**config.mk**
```make
export PLATFORM = sky130hd
export DESIGN_NAME = dda_line_rasterizer_flat
export DESIGN_NICKNAME = d
export VERILOG_FILES = /design/src/rtl/core/dda_pkg.sv /design/src/rtl/core/dda_if.sv /design/src/rtl/core/dda_ctrl.sv /design/src/rtl/core/dda_datapath.sv /design/src/rtl/core/dda_line_rasterizer.sv /design/src/flat_wrapper.sv
export SDC_FILE = /design/constraint.sdc
export NUM_CORES = 1
export LEC_CHECK = 0
export BUFFER_PORTS_ARGS = -buffer_cell sky130_fd_sc_hd__buf_2
export CAP_MARGIN = 30
export CELL_PAD_IN_SITES_DETAIL_PLACEMENT = 1
export CELL_PAD_IN_SITES_GLOBAL_PLACEMENT = 2
export CORE_MARGIN = 4
export CORE_UTILIZATION = 40
export CTS_BUF_LIST = sky130_fd_sc_hd__clkbuf_2
export DETAILED_ROUTE_END_ITERATION = 8
export GPL_ROUTABILITY_DRIVEN = 0
export PLACE_DENSITY_LB_ADDON = 0.1
export SLEW_MARGIN = 25
export SYNTH_ARGS = -nofsm -noshare
export SYNTH_HDL_FRONTEND = slang
export SYNTH_SLANG_ARGS = --single-unit
```
**constraint.sdc**
```tcl
create_clock -name clk -period 6.9 [get_ports clk]
set_input_delay 0.345 -clock clk [delete_from_list [all_inputs] [get_ports clk]]
set_output_delay 0.345 -clock clk [all_outputs]
set_load 0.01 [all_outputs]
```
**src/rtl/core/dda_pkg.sv**
```systemverilog
`default_nettype none
// ----------------------------------------------------------------------------
// dda_pkg
// Shared constants and controller/datapath signal groups for the DDA line
// rasterizer.
// ----------------------------------------------------------------------------
package dda_pkg;

  localparam int COORD_BITS_DEF = 10;
  localparam int FRAC_BITS_DEF  = 16;

  // Action codes carried by an input item
  localparam logic ACTION_LOAD = 1'b0;
  localparam logic ACTION_STEP = 1'b1;

  // Commands from the controller to the datapath
  typedef struct packed {
    logic load;       // latch endpoints, deltas and start position
    logic step;       // emit the next point if a line is active
    logic div_init;   // seed the divider
    logic div_sel_y;  // divider works on the y delta when set
    logic div_iter;   // one quotient bit
    logic store_x;    // write the finished quotient to the x increment
    logic store_y;    // write the finished quotient to the y increment
  } dda_cmd_t;

  // Status from the datapath to the controller
  typedef struct packed {
    logic steps_zero; // latched line has zero length
    logic div_last;   // divider is on its final quotient bit
    logic out_valid;  // output register holds an item
  } dda_sts_t;

endpackage : dda_pkg
`default_nettype wire

```
**src/rtl/core/dda_if.sv**
```systemverilog
`default_nettype none
// ----------------------------------------------------------------------------
// dda_if
// Valid/ready channels of the DDA line rasterizer: line commands in, pixels
// out.
// ----------------------------------------------------------------------------
interface dda_in_if #(
  parameter int COORD_BITS = 10
);
  logic                  valid;
  logic                  ready;
  logic                  action;
  logic [COORD_BITS-1:0] x_start;
  logic [COORD_BITS-1:0] y_start;
  logic [COORD_BITS-1:0] x_end;
  logic [COORD_BITS-1:0] y_end;

  modport source (output valid, action, x_start, y_start, x_end, y_end, input ready);
  modport sink   (input valid, action, x_start, y_start, x_end, y_end, output ready);
endinterface : dda_in_if

interface dda_out_if #(
  parameter int COORD_BITS = 10
);
  logic                  valid;
  logic                  ready;
  logic [COORD_BITS-1:0] pixel_x;
  logic [COORD_BITS-1:0] pixel_y;
  logic                  last_point;

  modport source (output valid, pixel_x, pixel_y, last_point, input ready);
  modport sink   (input valid, pixel_x, pixel_y, last_point, output ready);
endinterface : dda_out_if
`default_nettype wire

```
**src/rtl/core/dda_ctrl.sv**
```systemverilog
`default_nettype none
// ----------------------------------------------------------------------------
// dda_ctrl
// Sequencer for the rasterizer: accepts items, runs the increment division
// for x and then y after each load of a nonzero-length line.
// ----------------------------------------------------------------------------
module dda_ctrl (
  input  wire logic              clk,
  input  wire logic              rst,
  input  wire logic              in_valid,
  input  wire logic              in_action,
  output logic                   in_ready,
  input  wire logic              out_ready,
  input  wire dda_pkg::dda_sts_t sts,
  output dda_pkg::dda_cmd_t      cmd
);
  import dda_pkg::*;

  localparam logic [1:0] S_IDLE  = 2'd0;
  localparam logic [1:0] S_SETUP = 2'd1;
  localparam logic [1:0] S_DIV_X = 2'd2;
  localparam logic [1:0] S_DIV_Y = 2'd3;

  logic [1:0] state;
  logic [1:0] state_next;
  logic       in_fire;

  // Take a load at any time in idle; take a step once the output slot frees
  assign in_ready = (state == S_IDLE) &&
                    ((in_action == ACTION_LOAD) || !sts.out_valid || out_ready);
  assign in_fire  = in_valid && in_ready;

  // Decode state into datapath commands
  always_comb begin
    cmd        = '0;
    state_next = state;
    unique case (state)
      S_IDLE: begin
        if (in_fire) begin
          if (in_action == ACTION_LOAD) begin
            cmd.load   = 1'b1;
            state_next = S_SETUP;
          end else begin
            cmd.step = 1'b1;
          end
        end
      end
      S_SETUP: begin
        if (sts.steps_zero) begin
          state_next = S_IDLE;
        end else begin
          cmd.div_init = 1'b1;
          state_next   = S_DIV_X;
        end
      end
      S_DIV_X: begin
        cmd.div_iter = 1'b1;
        if (sts.div_last) begin
          cmd.store_x   = 1'b1;
          cmd.div_init  = 1'b1;
          cmd.div_sel_y = 1'b1;
          state_next    = S_DIV_Y;
        end
      end
      S_DIV_Y: begin
        cmd.div_iter  = 1'b1;
        cmd.div_sel_y = 1'b1;
        if (sts.div_last) begin
          cmd.store_y = 1'b1;
          state_next  = S_IDLE;
        end
      end
      default: begin
        state_next = S_IDLE;
      end
    endcase
  end

  always_ff @(posedge clk) begin
    if (rst) begin
      state <= S_IDLE;
    end else begin
      state <= state_next;
    end
  end

endmodule : dda_ctrl
`default_nettype wire

```
**src/rtl/core/dda_datapath.sv**
```systemverilog
`default_nettype none
// ----------------------------------------------------------------------------
// dda_datapath
// Endpoint deltas, a bit-serial restoring divider for the increments, the
// fixed-point accumulators and the output register.
// ----------------------------------------------------------------------------
module dda_datapath #(
  parameter int COORD_BITS = dda_pkg::COORD_BITS_DEF,
  parameter int FRAC_BITS  = dda_pkg::FRAC_BITS_DEF
) (
  input  wire logic                  clk,
  input  wire logic                  rst,
  input  wire dda_pkg::dda_cmd_t     cmd,
  output dda_pkg::dda_sts_t          sts,
  input  wire logic [COORD_BITS-1:0] x_start,
  input  wire logic [COORD_BITS-1:0] y_start,
  input  wire logic [COORD_BITS-1:0] x_end,
  input  wire logic [COORD_BITS-1:0] y_end,
  input  wire logic                  out_ready,
  output logic                       out_valid,
  output logic [COORD_BITS-1:0]      pixel_x,
  output logic [COORD_BITS-1:0]      pixel_y,
  output logic                       last_point
);
  import dda_pkg::*;

  localparam int AW = COORD_BITS + FRAC_BITS;      // accumulator width
  localparam int SW = FRAC_BITS + 2;               // increment width
  localparam int QW = FRAC_BITS + 1;               // quotient width
  localparam int NW = COORD_BITS + FRAC_BITS + 2;  // dividend width
  localparam int CW = $clog2(QW);                  // iteration counter width
  localparam logic [AW-1:0] HALF = AW'(1) << (FRAC_BITS - 1);

  logic [AW-1:0]         x_accum;
  logic [AW-1:0]         y_accum;
  logic [SW-1:0]         x_step;
  logic [SW-1:0]         y_step;
  logic [COORD_BITS:0]   points_left;
  logic                  line_active;
  logic [COORD_BITS-1:0] x_mag;
  logic [COORD_BITS-1:0] y_mag;
  logic                  x_neg;
  logic                  y_neg;
  logic [COORD_BITS-1:0] steps;
  logic [COORD_BITS:0]   rem;
  logic [QW-1:0]         quo;
  logic [CW-1:0]         cnt;

  logic [COORD_BITS-1:0] dx_mag;
  logic [COORD_BITS-1:0] dy_mag;
  logic [COORD_BITS-1:0] d_steps;
  logic [COORD_BITS-1:0] mag_sel;
  logic [NW-1:0]         dividend;
  logic [COORD_BITS:0]   divisor;
  logic [COORD_BITS+1:0] trial;
  logic [COORD_BITS+1:0] trial_diff;
  logic                  trial_ge;
  logic [COORD_BITS:0]   rem_next;
  logic [QW-1:0]         quo_next;
  logic [SW-1:0]         q_ext;
  logic [SW-1:0]         q_x;
  logic [SW-1:0]         q_y;
  logic [AW-1:0]         x_inc;
  logic [AW-1:0]         y_inc;
  logic [AW-1:0]         x_round;
  logic [AW-1:0]         y_round;
  logic                  emit;

  // Absolute deltas and step count from the incoming endpoints
  assign dx_mag  = (x_end > x_start) ? (x_end - x_start) : (x_start - x_end);
  assign dy_mag  = (y_end > y_start) ? (y_end - y_start) : (y_start - y_end);
  assign d_steps = (dx_mag > dy_mag) ? dx_mag : dy_mag;

  // Divider: (2*mag*2^F + steps) / (2*steps), one quotient bit a cycle
  assign mag_sel    = cmd.div_sel_y ? y_mag : x_mag;
  assign dividend   = {1'b0, mag_sel, {QW{1'b0}}} + {{(NW-COORD_BITS){1'b0}}, steps};
  assign divisor    = {steps, 1'b0};
  assign trial      = {rem, quo[QW-1]};
  assign trial_ge   = trial >= {1'b0, divisor};
  assign trial_diff = trial - {1'b0, divisor};
  assign rem_next   = trial_ge ? trial_diff[COORD_BITS:0] : trial[COORD_BITS:0];
  assign quo_next   = {quo[QW-2:0], trial_ge};

  // Apply the delta sign to the finished quotient
  assign q_ext = {1'b0, quo_next};
  assign q_x   = x_neg ? (~q_ext + SW'(1)) : q_ext;
  assign q_y   = y_neg ? (~q_ext + SW'(1)) : q_ext;

  // Sign-extend the increments to accumulator width
  assign x_inc = {{(AW-SW){x_step[SW-1]}}, x_step};
  assign y_inc = {{(AW-SW){y_step[SW-1]}}, y_step};

  // Round half up
  assign x_round = x_accum + HALF;
  assign y_round = y_accum + HALF;

  assign emit = cmd.step && line_active;

  assign sts.steps_zero = (steps == '0);
  assign sts.div_last   = (cnt == CW'(QW - 1));
  assign sts.out_valid  = out_valid;

  // Latch the line on load
  always_ff @(posedge clk) begin
    if (cmd.load) begin
      x_mag <= dx_mag;
      y_mag <= dy_mag;
      x_neg <= x_end < x_start;
      y_neg <= y_end < y_start;
      steps <= d_steps;
    end
  end

  // Run the divider
  always_ff @(posedge clk) begin
    if (rst) begin
      cnt <= '0;
    end else if (cmd.div_init) begin
      rem <= dividend[NW-1:QW];
      quo <= dividend[QW-1:0];
      cnt <= '0;
    end else if (cmd.div_iter) begin
      rem <= rem_next;
      quo <= quo_next;
      cnt <= cnt + CW'(1);
    end
  end

  // Hold the increments
  always_ff @(posedge clk) begin
    if (rst) begin
      x_step <= '0;
      y_step <= '0;
    end else if (cmd.load) begin
      x_step <= '0;
      y_step <= '0;
    end else begin
      if (cmd.store_x) begin
        x_step <= q_x;
      end
      if (cmd.store_y) begin
        y_step <= q_y;
      end
    end
  end

  // Advance the accumulators and the point count
  always_ff @(posedge clk) begin
    if (rst) begin
      line_active <= 1'b0;
      points_left <= '0;
      x_accum     <= '0;
      y_accum     <= '0;
    end else if (cmd.load) begin
      line_active <= 1'b1;
      points_left <= {1'b0, d_steps} + (COORD_BITS+1)'(1);
      x_accum     <= {x_start, {FRAC_BITS{1'b0}}};
      y_accum     <= {y_start, {FRAC_BITS{1'b0}}};
    end else if (emit) begin
      points_left <= points_left - (COORD_BITS+1)'(1);
      if (points_left == (COORD_BITS+1)'(1)) begin
        line_active <= 1'b0;
      end
      x_accum <= x_accum + x_inc;
      y_accum <= y_accum + y_inc;
    end
  end

  // Output register
  always_ff @(posedge clk) begin
    if (rst) begin
      out_valid <= 1'b0;
    end else if (emit) begin
      out_valid <= 1'b1;
    end else if (out_ready) begin
      out_valid <= 1'b0;
    end
  end

  always_ff @(posedge clk) begin
    if (emit) begin
      pixel_x    <= x_round[AW-1:FRAC_BITS];
      pixel_y    <= y_round[AW-1:FRAC_BITS];
      last_point <= (points_left == (COORD_BITS+1)'(1));
    end
  end

endmodule : dda_datapath
`default_nettype wire

```
**src/rtl/core/dda_line_rasterizer.sv**
```systemverilog
`default_nettype none
// ----------------------------------------------------------------------------
// dda_line_rasterizer
// Step item: while a line is active, the next point is registered into the
//   output register on acceptance; one item per cycle while the output drains.
// Load item: no further item is taken during setup and, for a line of nonzero
//   length, while the bit-serial divider runs the x and then the y increment.
// Reset (synchronous): no line active, output empty, controller idle.
// ----------------------------------------------------------------------------
module dda_line_rasterizer #(
  parameter int COORD_BITS = dda_pkg::COORD_BITS_DEF,
  parameter int FRAC_BITS  = dda_pkg::FRAC_BITS_DEF
) (
  input  wire logic clk,
  input  wire logic rst,
  dda_in_if.sink    line_in,
  dda_out_if.source pixel_out
);
  import dda_pkg::*;

  dda_cmd_t cmd;
  dda_sts_t sts;

  // Sequence items and division
  dda_ctrl u_ctrl (
    .clk       (clk),
    .rst       (rst),
    .in_valid  (line_in.valid),
    .in_action (line_in.action),
    .in_ready  (line_in.ready),
    .out_ready (pixel_out.ready),
    .sts       (sts),
    .cmd       (cmd)
  );

  // Arithmetic and output register
  dda_datapath #(
    .COORD_BITS (COORD_BITS),
    .FRAC_BITS  (FRAC_BITS)
  ) u_datapath (
    .clk        (clk),
    .rst        (rst),
    .cmd        (cmd),
    .sts        (sts),
    .x_start    (line_in.x_start),
    .y_start    (line_in.y_start),
    .x_end      (line_in.x_end),
    .y_end      (line_in.y_end),
    .out_ready  (pixel_out.ready),
    .out_valid  (pixel_out.valid),
    .pixel_x    (pixel_out.pixel_x),
    .pixel_y    (pixel_out.pixel_y),
    .last_point (pixel_out.last_point)
  );

endmodule : dda_line_rasterizer
`default_nettype wire
```
**src/flat_wrapper.sv**
```systemverilog
// flat-port wrapper written by rule: the top's interface ports become plain ports
module dda_line_rasterizer_flat import dda_pkg::*;
#(
  parameter int COORD_BITS = dda_pkg::COORD_BITS_DEF,
  parameter int FRAC_BITS  = dda_pkg::FRAC_BITS_DEF
)
  (clk, rst, line_in_valid, line_in_action, line_in_x_start, line_in_y_start, line_in_x_end, line_in_y_end, line_in_ready, pixel_out_valid, pixel_out_pixel_x, pixel_out_pixel_y, pixel_out_last_point, pixel_out_ready);
  dda_in_if #(.COORD_BITS(COORD_BITS)) line_in_i ();
  dda_out_if #(.COORD_BITS(COORD_BITS)) pixel_out_i ();
  input  wire logic clk;
  input  wire logic rst;
  input wire logic [$bits(line_in_i.valid)-1:0] line_in_valid;
  input wire logic [$bits(line_in_i.action)-1:0] line_in_action;
  input wire logic [$bits(line_in_i.x_start)-1:0] line_in_x_start;
  input wire logic [$bits(line_in_i.y_start)-1:0] line_in_y_start;
  input wire logic [$bits(line_in_i.x_end)-1:0] line_in_x_end;
  input wire logic [$bits(line_in_i.y_end)-1:0] line_in_y_end;
  output wire logic [$bits(line_in_i.ready)-1:0] line_in_ready;
  output wire logic [$bits(pixel_out_i.valid)-1:0] pixel_out_valid;
  output wire logic [$bits(pixel_out_i.pixel_x)-1:0] pixel_out_pixel_x;
  output wire logic [$bits(pixel_out_i.pixel_y)-1:0] pixel_out_pixel_y;
  output wire logic [$bits(pixel_out_i.last_point)-1:0] pixel_out_last_point;
  input wire logic [$bits(pixel_out_i.ready)-1:0] pixel_out_ready;
  assign line_in_i.valid = line_in_valid;
  assign line_in_i.action = line_in_action;
  assign line_in_i.x_start = line_in_x_start;
  assign line_in_i.y_start = line_in_y_start;
  assign line_in_i.x_end = line_in_x_end;
  assign line_in_i.y_end = line_in_y_end;
  assign line_in_ready = line_in_i.ready;
  assign pixel_out_valid = pixel_out_i.valid;
  assign pixel_out_pixel_x = pixel_out_i.pixel_x;
  assign pixel_out_pixel_y = pixel_out_i.pixel_y;
  assign pixel_out_last_point = pixel_out_i.last_point;
  assign pixel_out_i.ready = pixel_out_ready;
  dda_line_rasterizer #(.COORD_BITS(COORD_BITS), .FRAC_BITS(FRAC_BITS)) u_core (.clk(clk), .rst(rst), .line_in(line_in_i), .pixel_out(pixel_out_i));
endmodule
```
# ---- After elaboration in Yosys (flattened, before gate mapping)
# Cells that the tools add are included.
dict set report word_totals {
  reg_bits 189
  word_cells 109
  in_bits 45
}
dict set report classes {
  order_cmp 6
  reduce_logical 17
  n_bitwise 3
  n_addsub 14
  eq_ne 9
  n_mux 39
}
# op count
set op_table {}
lappend op_table {{26-bit 2-to-1 mux} 4}
lappend op_table {{11-bit 2-to-1 mux} 5}
lappend op_table {{26-bit by 16-bit adder with 26-bit output, second input constant} 2}
lappend op_table {{26-bit adder} 2}
lappend op_table {{10-bit 2-to-1 mux} 4}
lappend op_table {{10-bit subtractor} 4}
lappend op_table {{18-bit 2-to-1 mux} 2}
lappend op_table {{17-bit 2-to-1 mux} 2}
lappend op_table {{10-bit > comparator} 3}
lappend op_table {{27-bit by 10-bit adder with 28-bit output} 1}
lappend op_table {{10-bit < comparator} 2}
lappend op_table {{18-bit by 1-bit adder with 18-bit output, second input constant} 1}
lappend op_table {{17-bit inverter with 18-bit output} 1}
lappend op_table {{2-bit 2-to-1 mux} 8}
lappend op_table {{12-bit by 11-bit greater-or-equal comparator with 1-bit output} 1}
lappend op_table {{10-bit by 1-bit adder with 11-bit output, second input constant} 1}
lappend op_table {{11-bit by 1-bit == test with 1-bit output, second input constant} 1}
lappend op_table {{1-bit 2-to-1 mux} 11}
lappend op_table {{11-bit by 1-bit subtractor with 11-bit output, second input constant} 1}
lappend op_table {{11-bit subtractor} 1}
lappend op_table {{10-bit zero test} 1}
lappend op_table {{2-bit one-hot mux with 4 select lines} 1}
lappend op_table {{2-bit nonzero test} 4}
lappend op_table {{5-bit by 1-bit adder with 5-bit output, second input constant} 1}
lappend op_table {{other kinds (15)} 24}

# ---- Logic depth before layout (Yosys ltp)
# Gate-level depths: netlist (run 1).
dict set report depth {
  depth_word 10
  depth_mapped 28
  ltp_nobuf 26
}

# ---- Cells and area by module
# A second synthesis (run 1) with hierarchy kept.
dict set report hier_totals {
  cells_unflattened 1535
  hier_area_um2 13499.2
}
# mod cells_each seq_area_each_um2 area_per_inst_um2 instances
set by_module_without_submodules {}
lappend by_module_without_submodules {dda_datapath 1505 4554.4 13244.0 1}
lappend by_module_without_submodules {dda_ctrl 30 40.0 255.2 1}

# ---- Least setup slack after synthesis (run 1)
# OpenSTA, ideal clock, no wires.
dict set report synth_timing {
  path_kind {input -> register}
  from {in line_in_x_end[0]}
  to {reg u_core.u_datapath.points_left[9]}
  arrival_time_ns 4.914
  path_slack_ns 1.798
  stages 24
  t_required_ns 6.711
  setup_ns 0.189
  path_cell_list {inv_1 -> ha_1 -> inv_1 -> fa_1 -> a21oi_1 -> o211a_1 -> o221ai_2 -> nand2_1 -> mux2_2 -> a221oi_1 -> o21ai_0 -> a221oi_1 -> xnor2_1 -> ha_1 -> a21oi_1 -> and2_1 -> or3_1 -> a32o_1 -> buf_6 -> nand4bb_4 -> a21oi_2 -> and2_4 -> xnor2_1 -> a211oi_2}
}
dict set report synth_between {
  elab_chain_cells 6
  elab_cells_between_ends 8
  classes_between {add/sub: 3; order compare: 2; mux: 3}
}
# item line_no
set synth_rtl {}
lappend synth_rtl {{from (decl)} flat_wrapper.sv:16} ;# input wire logic [$bits(line_in_i.x_end)-1:0] line_in_x_end;
lappend synth_rtl {{10-bit subtractor or 10-bit > comparator (tied branches)} dda_datapath.sv:70} ;# assign dx_mag = (x_end > x_start) ? (x_end - x_start) : (x_start - x_end);
lappend synth_rtl {{10-bit 2-to-1 mux *} dda_datapath.sv:70}
lappend synth_rtl {{net u_core.u_datapath.dx_mag[9]} dda_datapath.sv:49} ;# logic [COORD_BITS-1:0] dx_mag;
lappend synth_rtl {{10-bit > comparator} dda_datapath.sv:72} ;# assign d_steps = (dx_mag > dy_mag) ? dx_mag : dy_mag;
lappend synth_rtl {{10-bit 2-to-1 mux *} dda_datapath.sv:72}
lappend synth_rtl {{10-bit by 1-bit adder with 11-bit output *} dda_datapath.sv:156} ;# points_left <= {1'b0, d_steps} + (COORD_BITS+1)'(1);
lappend synth_rtl {{11-bit 2-to-1 mux *} dda_datapath.sv:154} ;# end else if (cmd.load) begin
lappend synth_rtl {{to (signal assigned)} dda_datapath.sv:156}
lappend synth_rtl {{to (signal assigned)} dda_datapath.sv:160} ;# points_left <= points_left - (COORD_BITS+1)'(1);
lappend synth_rtl {{to (decl)} dda_datapath.sv:38} ;# logic [COORD_BITS:0] points_left;
# The timed path passes the listed nets; every way through them passes the cells marked *.
# A chain may end at the register's enable or synchronous reset.

# ---- Worst setup path after layout (run 1)
dict set report layout_timing {
  from {in line_in_y_start[0]}
  to {reg u_core.u_datapath.points_left[1]}
}
dict set report layout_between {
  elab_chain_cells 6
  elab_cells_between_ends 8
  classes_between {add/sub: 3; order compare: 2; mux: 3}
}
# item line_no
set layout_rtl {}
lappend layout_rtl {{from (decl)} flat_wrapper.sv:15} ;# input wire logic [$bits(line_in_i.y_start)-1:0] line_in_y_start;
lappend layout_rtl {{10-bit subtractor or 10-bit > comparator (tied branches)} dda_datapath.sv:71} ;# assign dy_mag = (y_end > y_start) ? (y_end - y_start) : (y_start - y_end);
lappend layout_rtl {{10-bit 2-to-1 mux *} dda_datapath.sv:71}
lappend layout_rtl {{net u_core.u_datapath.dy_mag[7]} dda_datapath.sv:50} ;# logic [COORD_BITS-1:0] dy_mag;
lappend layout_rtl {{10-bit > comparator *} dda_datapath.sv:72}
lappend layout_rtl {{10-bit 2-to-1 mux *} dda_datapath.sv:72}
lappend layout_rtl {{net u_core.u_datapath.d_steps[1]} dda_datapath.sv:51} ;# logic [COORD_BITS-1:0] d_steps;
lappend layout_rtl {{10-bit by 1-bit adder with 11-bit output *} dda_datapath.sv:156}
lappend layout_rtl {{11-bit 2-to-1 mux *} dda_datapath.sv:154}
# Marks and branches as above.

==> results of run 1 <==
timing repair:
action | 4_1_cts | 5_1_grt
hold endpoints to repair | 26 | 0
hold buffers | 38 | 0
resized for setup | 0 | 0
setup buffers | 0 | 0
power by group through the flow:
stage / logic (W) / clock network (W) / registers [W]
after CTS: 0.00109 / 0.000602 / 0.00139
after global placement: 0.00104 / 0 / 0.00141
after global routing: 0.00122 / 0.000649 / 0.00140
after detailed placement: 0.00106 / 0 / 0.00141
final: 0.00109 / 0.000574 / 0.00139
after floorplan: 0.000779 / 0 / 0.00137
stage by stage:
| step | util | instance area, sq um |
|---|---|---|
| 6_report | 0.4490 | 14170 |
| 5_1_grt | 0.4490 | 14170 |
| 3_3_place_gp | 0.4290 | 13540 |
| 4_1_cts | 0.4485 | 14150 |
| 3_5_place_dp | 0.4290 | 13540 |
| 2_1_floorplan | - | 12790 |
synth_stat cells (8+ instances only):
cell type,number,share of area
xnor2_1,66,0.045
clkbuf_1,45,0.013
and2_1,17,0.0083
nand4_1,8,0.0039
dfxtp_1,108,0.17
a21o_1,24,0.014
nor3_1,25,0.0098
a21boi_0,8,0.0047
nand3_1,34,0.013
or3_1,18,0.0088
a21oi_1,105,0.041
xor2_1,47,0.032
nand2b_1,15,0.0073
a222oi_1,13,0.010
inv_1,112,0.033
nand2_1,133,0.039
edfxtp_1,81,0.19
a31oi_1,15,0.0073
nor2_1,136,0.040
ha_1,119,0.12
o31ai_1,14,0.0082
nor2b_1,25,0.012
o21ai_0,55,0.022
mux2i_1,15,0.012
o21a_1,15,0.0088
o22ai_1,8,0.0039
a211oi_1,56,0.033
and3_1,16,0.0078
routing by layer:
| layer | wire length (um) | up-vias |
|---|---|---|
| li1 | - | 5365 |
| met1 | 16980 | 5208 |
| met2 | 17580 | 126 |
| met3 | 1020 | 25 |
| met4 | 731 | 0 |
| met5 | 0 | - |
worst reg2reg max path, stage by stage, from the launching register on:
cell	delay, ns
dfxtp_1	0.44
inv_1	0.13
ha_1	0.22
a21boi_0	0.64
nand2_1	0.27
nor2_1	0.53
nand2_1	0.15
buf_4	0.23
inv_2	0.25
buf_4	0.46
nand3_1	0.16
a21oi_1	0.19
a221oi_1	0.07
nor2_1	0.12
dlygate4sd3_1	0.55
registers in the layout (all words and copies together), names as in the netlist, named ones only:
| signal | count |
|---|---|
| u_core.u_datapath.y_accum | 26 |
| u_core.u_datapath.rem | 11 |
| u_core.u_datapath.out_valid | 1 |
| u_core.u_datapath.x_mag | 10 |
| u_core.u_datapath.cnt | 5 |
| u_core.u_datapath.pixel_y | 10 |
| u_core.u_datapath.last_point | 1 |
| u_core.u_datapath.x_neg | 1 |
| u_core.u_ctrl.state | 1 |
| u_core.u_datapath.x_accum | 26 |
| u_core.u_datapath.points_left | 11 |
| u_core.u_datapath.y_step | 18 |
| u_core.u_datapath.quo | 17 |
| u_core.u_datapath.x_step | 18 |
| u_core.u_datapath.steps | 10 |
| u_core.u_datapath.pixel_x | 10 |
| u_core.u_datapath.line_active | 1 |
| u_core.u_datapath.y_neg | 1 |
| u_core.u_datapath.y_mag | 10 |
cells by family (layout without fill, tap and decap cells):
family,after synthesis,count (layout),synth area share
AO/OA/AOI/OAI,377,377,0.1984
flip-flops,189,189,0.3593
other,0,2,0
multiplexers,22,22,0.01791
AND/OR/NAND/NOR,456,456,0.1693
XOR/XNOR,113,113,0.07740
buffers and inverters,168,267,0.05029
adder cells (fa/ha/maj),126,126,0.1274
cell usage in the layout (no fill, tap or decap), types with 8 or more instances in the layout:
cell type / instances
nand2_1: 133
o21a_1: 15
ha_1: 119
dlygate4sd3_1: 38
a31oi_1: 15
buf_4: 16
nand3_1: 34
clkbuf_2: 17
nand2b_1: 14
or3_1: 18
o21ai_0: 55
nand4_1: 8
inv_1: 110
dfxtp_1: 108
o31ai_1: 14
o22ai_1: 8
a211oi_1: 56
edfxtp_1: 81
a21oi_1: 104
xnor2_1: 66
mux2i_1: 15
and2_1: 17
and3_1: 16
a222oi_1: 13
a21o_1: 24
nor2_1: 135
xor2_1: 47
buf_2: 67
nor3_1: 25
a21boi_0: 8
nor2b_1: 25
worst paths after layout:
kind | to | slack, ns | cells past startpoint
max reg2reg | u_core.u_datapath.y_accum[18] | 2.44 | 14
min reg2reg | u_core.u_datapath.y_accum[6] | 0.48 | 2
min | u_core.u_datapath.x_mag[9] | 0.16 | 3
max | u_core.u_datapath.points_left[1] | 1.23 | 28
area by class of cell:
cell class / instances / share of cell area
Timing Repair Buffer: 122 / 0.05978
Clock inverter: 15 / 0.01051
Clock buffer: 17 / 0.006005
Multi-Input combinational cell: 1094 / 0.5335
Sequential cell: 189 / 0.3243
Tap cell: 402 / 0.03550
Antenna cell: 2 / 0.0003532
Inverter: 113 / 0.03011
==> run metrics, run 1 <==
status=complete, no violations; final worst-path setup slack=1.234 ns; Async SR Flop Fraction=0; Seq. cell area=0.004594 sq mm; Core Area=0.03156 sq mm; final hold slack=0.1620 ns; DR vias/cell=5.488; CTS H-Tree Depth=4; initial antenna violation count=1; power per cell area=215.3 mW/mm^2; filler cell count=3764; hold_sp=line_in_x_end[9]; CTS max path bufs=2; Tmin final=5.666 ns; met3 usage=0.03255; All-Layer GR Usage=0.2067; clk_skew=0.04079 ns; Worst Path Max Fanout=15; CTS Sinks=189; hpwl dp=27810 um; worst slack, placed=0.5947 ns; CTS Buf Count=17; synthesis warning total=0; # nets final=1708; Avg Inst Size Synth=8.813 sq um; Setup TNS=0 ns; RSZ-0062 raised after global routing=false; Seq/Total Area, Yosys=0.3593; Final Power=0.003051 W; Netlist cell types=77; most used cell, CP=a21oi_1; Max Cap Viol=0; share of cells above drive strength 1=0.1000; Die Y=186.8 um; mapped cell area=0.01279 sq mm; Clk pin slew, worst setup/hold paths=0.28 ns; Hold/Removal Path Class=input port to flop; Iter 0 DRT Violations=499; IO Count=68; DIE AREA=0.03489 sq mm; clk_lat worst skew=0.82 ns; sequential fraction of design power=0.455; dpl cells=1881; Final Setup Violations=0; # DRC=0; crit path capture type=flop; Period Utilization, post-route=0.8211; DRT Wirelength=36310 um; actual transition at the worst max-transition pin=0.8329 ns; met2 Use GR=0.3578; port bufs=67; #FFs+latches synth=189; Die W=186.8 um; combinational share of power=0.357; most used routing layer=met2; CTS tree=yes; Internal=0.001844 W; fin. max-slew vios=0; Syn Inst Count=1451; root buf cell=clkbuf_2; slew margin rel.=0.4447; Post-synth EDFFs=81; Critical Path AT=6.38 ns; first-pass GRT wire length=58530 um; largest net degree at the start of global routing=69; peak supply drop=0.1379 mV; final hold viol count=0; leakage=5.940 nW; critical path startpoint=line_in_y_start[0]; Sw Pwr=0.001207 W; Net Count, Synth=1622; 1st-pass router iterations=7; Worst path top cell family by delay=compound AO/OA/AOI/OAI gates; switch share=0.3955; met1 capacity usage during global routing=0.2695; crit-path max cell delay=0.52 ns; CP startpoint kind=input port; clock network power share=0.188; fmax=0.1765 GHz; vias in the first global route=10960; CP max-delay cell=dlygate4sd3_1; R2R Path Start=u_core.u_ctrl.state[0]; num rows=65; antenna-violating nets left=0; Worst Setup Path Type=input port to flop; synth-to-layout area growth=10.80%; Critical Path RT=7.61 ns; Main synth FF type=dfxtp_1; Finished Layout Cells=1954; area of the multi-input gates=0.007559 sq mm; Via Count=10720; initial core utilization=0.4052; Congestion Overflow GR=0; routed len/inst=18.58 um; WP buf/inv=6
Power figures use the tool's default switching activity.
==> inputs of run 2 (changes only) <==
CORE_UTILIZATION = 36   (was 40)
clock period = 4.87 ns   (was 6.9 ns; I/O delays follow)
==> run 2 against run 1 <==
Effect of this change:
- worst setup slack worse by 1.1 ns
- critical path depth is 2 lower
- first-iteration DRC count is 14% higher
- final area is 9.8% higher
- via count is 5.5% higher
- sequential power is 41% higher
- critical endpoint is now u_core.u_datapath.points_left[9]
- global-route usage is 0.47 points lower
- worst hold slack worse by 0.036 ns
==> run metrics, run 2 (synthesis results as in run 1) <==
status=complete, no violations; port bufs=67; fin area=0.01555 sq mm; initial core utilization=0.3675; most used routing layer=met2; CTS Buf Count=17; met1 capacity usage during global routing=0.2733; met3 usage=0.02205; Core Area=0.03480 sq mm; dpl cells=2070; final worst-path setup slack=0.1601 ns; routed len/inst=18.26 um; fmax=0.2123 GHz; Critical Path AT=5.53 ns; Via Count=11310; RSZ-0062 raised after global routing=true; worst slack, placed=-0.5892 ns; synth-to-layout area growth=21.62%; Seq. cell area=0.004594 sq mm; antenna-violating nets left=0; vias in the first global route=11740; power per cell area=312.8 mW/mm^2; clk_lat worst skew=0.86 ns; clk_skew=0.05939 ns; Clk pin slew, worst setup/hold paths=0.35 ns; top flop regs=u_core.u_datapath.x_accum x26, u_core.u_datapath.y_accum x26; Tmin final=4.710 ns; Max Cap Viol=0; largest net degree at the start of global routing=61; most common cell after layout, fill and taps aside=buf_4; Setup TNS=0 ns; Worst Setup Path Type=input port to flop; # DRC=0; root buf cell=clkbuf_2; IO Count=68; actual transition at the worst max-transition pin=0.7595 ns; Finished Layout Cells=2152; share of cells above drive strength 1=0.1835; Final Setup Violations=0; filler cell count=4121; initial antenna violation count=2; slew margin rel.=0.4871; crit path capture type=flop; Die W=196.5 um; final hold viol count=0; Iter 0 DRT Violations=570; Die Y=196.5 um; Period Utilization, post-route=0.9671; CTS Sinks=189; area of the multi-input gates=0.007722 sq mm; # nets final=1853; CP startpoint kind=input port; leakage=6.698 nW; Hold/Removal Path Class=input port to flop; Post-DP Area=0.01467 sq mm; fin. max-slew vios=0; num rows=68; DIE AREA=0.03860 sq mm; met2 Use GR=0.3484; CTS max path bufs=2; Congestion Overflow GR=0; All-Layer GR Usage=0.2020; hpwl dp=30090 um; most frequent cells in the layout=buf_4 (155), nor2_1 (135), nand2_1 (132); CTS H-Tree Depth=4; CTS tree=yes; Worst Path Max Fanout=5; DRT Wirelength=39290 um; Critical Path RT=5.69 ns; peak supply drop=0.1876 mV; first-pass GRT wire length=63240 um; 1st-pass router iterations=8; DR vias/cell=5.256; Util after Layout=0.4469
run 2: final timing paths:
path                                       from                          endpoint  slack (ns)  cells past startpoint
setup reg to reg   u_core.u_datapath.y_accum[1]     u_core.u_datapath.y_accum[23]        0.44                     14
hold / removal                 line_in_y_end[1]        u_core.u_datapath.y_mag[1]        0.13                      5
setup / recovery             line_in_y_start[1]  u_core.u_datapath.points_left[9]        0.16                     26
hold reg to reg   u_core.u_datapath.y_accum[14]     u_core.u_datapath.y_accum[14]        0.48                      2
run 2: where the power goes:
part           total (W)  internal (W)  switching (W)
registers        0.00196       0.00185       0.000118
logic            0.00196      0.000908        0.00105
clock network   0.000939      0.000271       0.000667
total            0.00486       0.00303        0.00184
run 2: area by class of cell:
| cell class | instances | area share |
|---|---|---|
| repair buffers | 267 | 0.1260 |
| well taps | 455 | 0.03661 |
| clock buffers | 17 | 0.005471 |
| multi-input cells | 1094 | 0.4965 |
| inverters | 113 | 0.02743 |
| flip-flops and latches | 189 | 0.2954 |
| clock inverters | 15 | 0.01223 |
| diodes | 2 | 0.0003218 |
run 2: routing by layer:
layer / vias up / part of all wire
met5: - / 0
li1: 5661 / -
met2: 141 / 0.49
met3: 31 / 0.022
met1: 5478 / 0.48
met4: 0 / 0.015
run 2: critical path, cell delays in order:
cell and delay [ns]:
dlygate4sd3_1 0.53, buf_2 0.14, buf_4 0.15, ha_1 0.31
nor2b_1 0.14, o21ai_0 0.29, a21boi_0 0.20, o2111ai_1 0.23
nand4_1 0.24, a311oi_4 0.38, xnor2_2 0.17, inv_1 0.07
ha_1 0.29, a21o_1 0.16, a21o_1 0.17, a21oi_1 0.19
and2_1 0.17, o31ai_1 0.07, o21ai_0 0.07, a32o_2 0.28
buf_4 0.14, mux2i_2 0.30, a21oi_4 0.06, and2_4 0.17
xnor2_1 0.14, a211oi_2 0.21
run 2: repair_timing:
action,4_1_cts,5_1_grt
buffers inserted,0,4
endpoints found under the hold margin,36,0
endpoints found under the setup margin,0,14
hold buffers,44,0
resized for setup,0,20
run 2: metrics by stage:
| stage | power (W) | hold slack [ns] |
|---|---|---|
| global route | 0.005187 | 0.02594 |
| global placement | 0.003808 | 0.4430 |
| finish | 0.004865 | 0.1260 |
| floorplan | 0.003058 | 0.3991 |
| detailed placement | 0.003845 | 0.4533 |
| CTS | 0.004849 | 0.01320 |
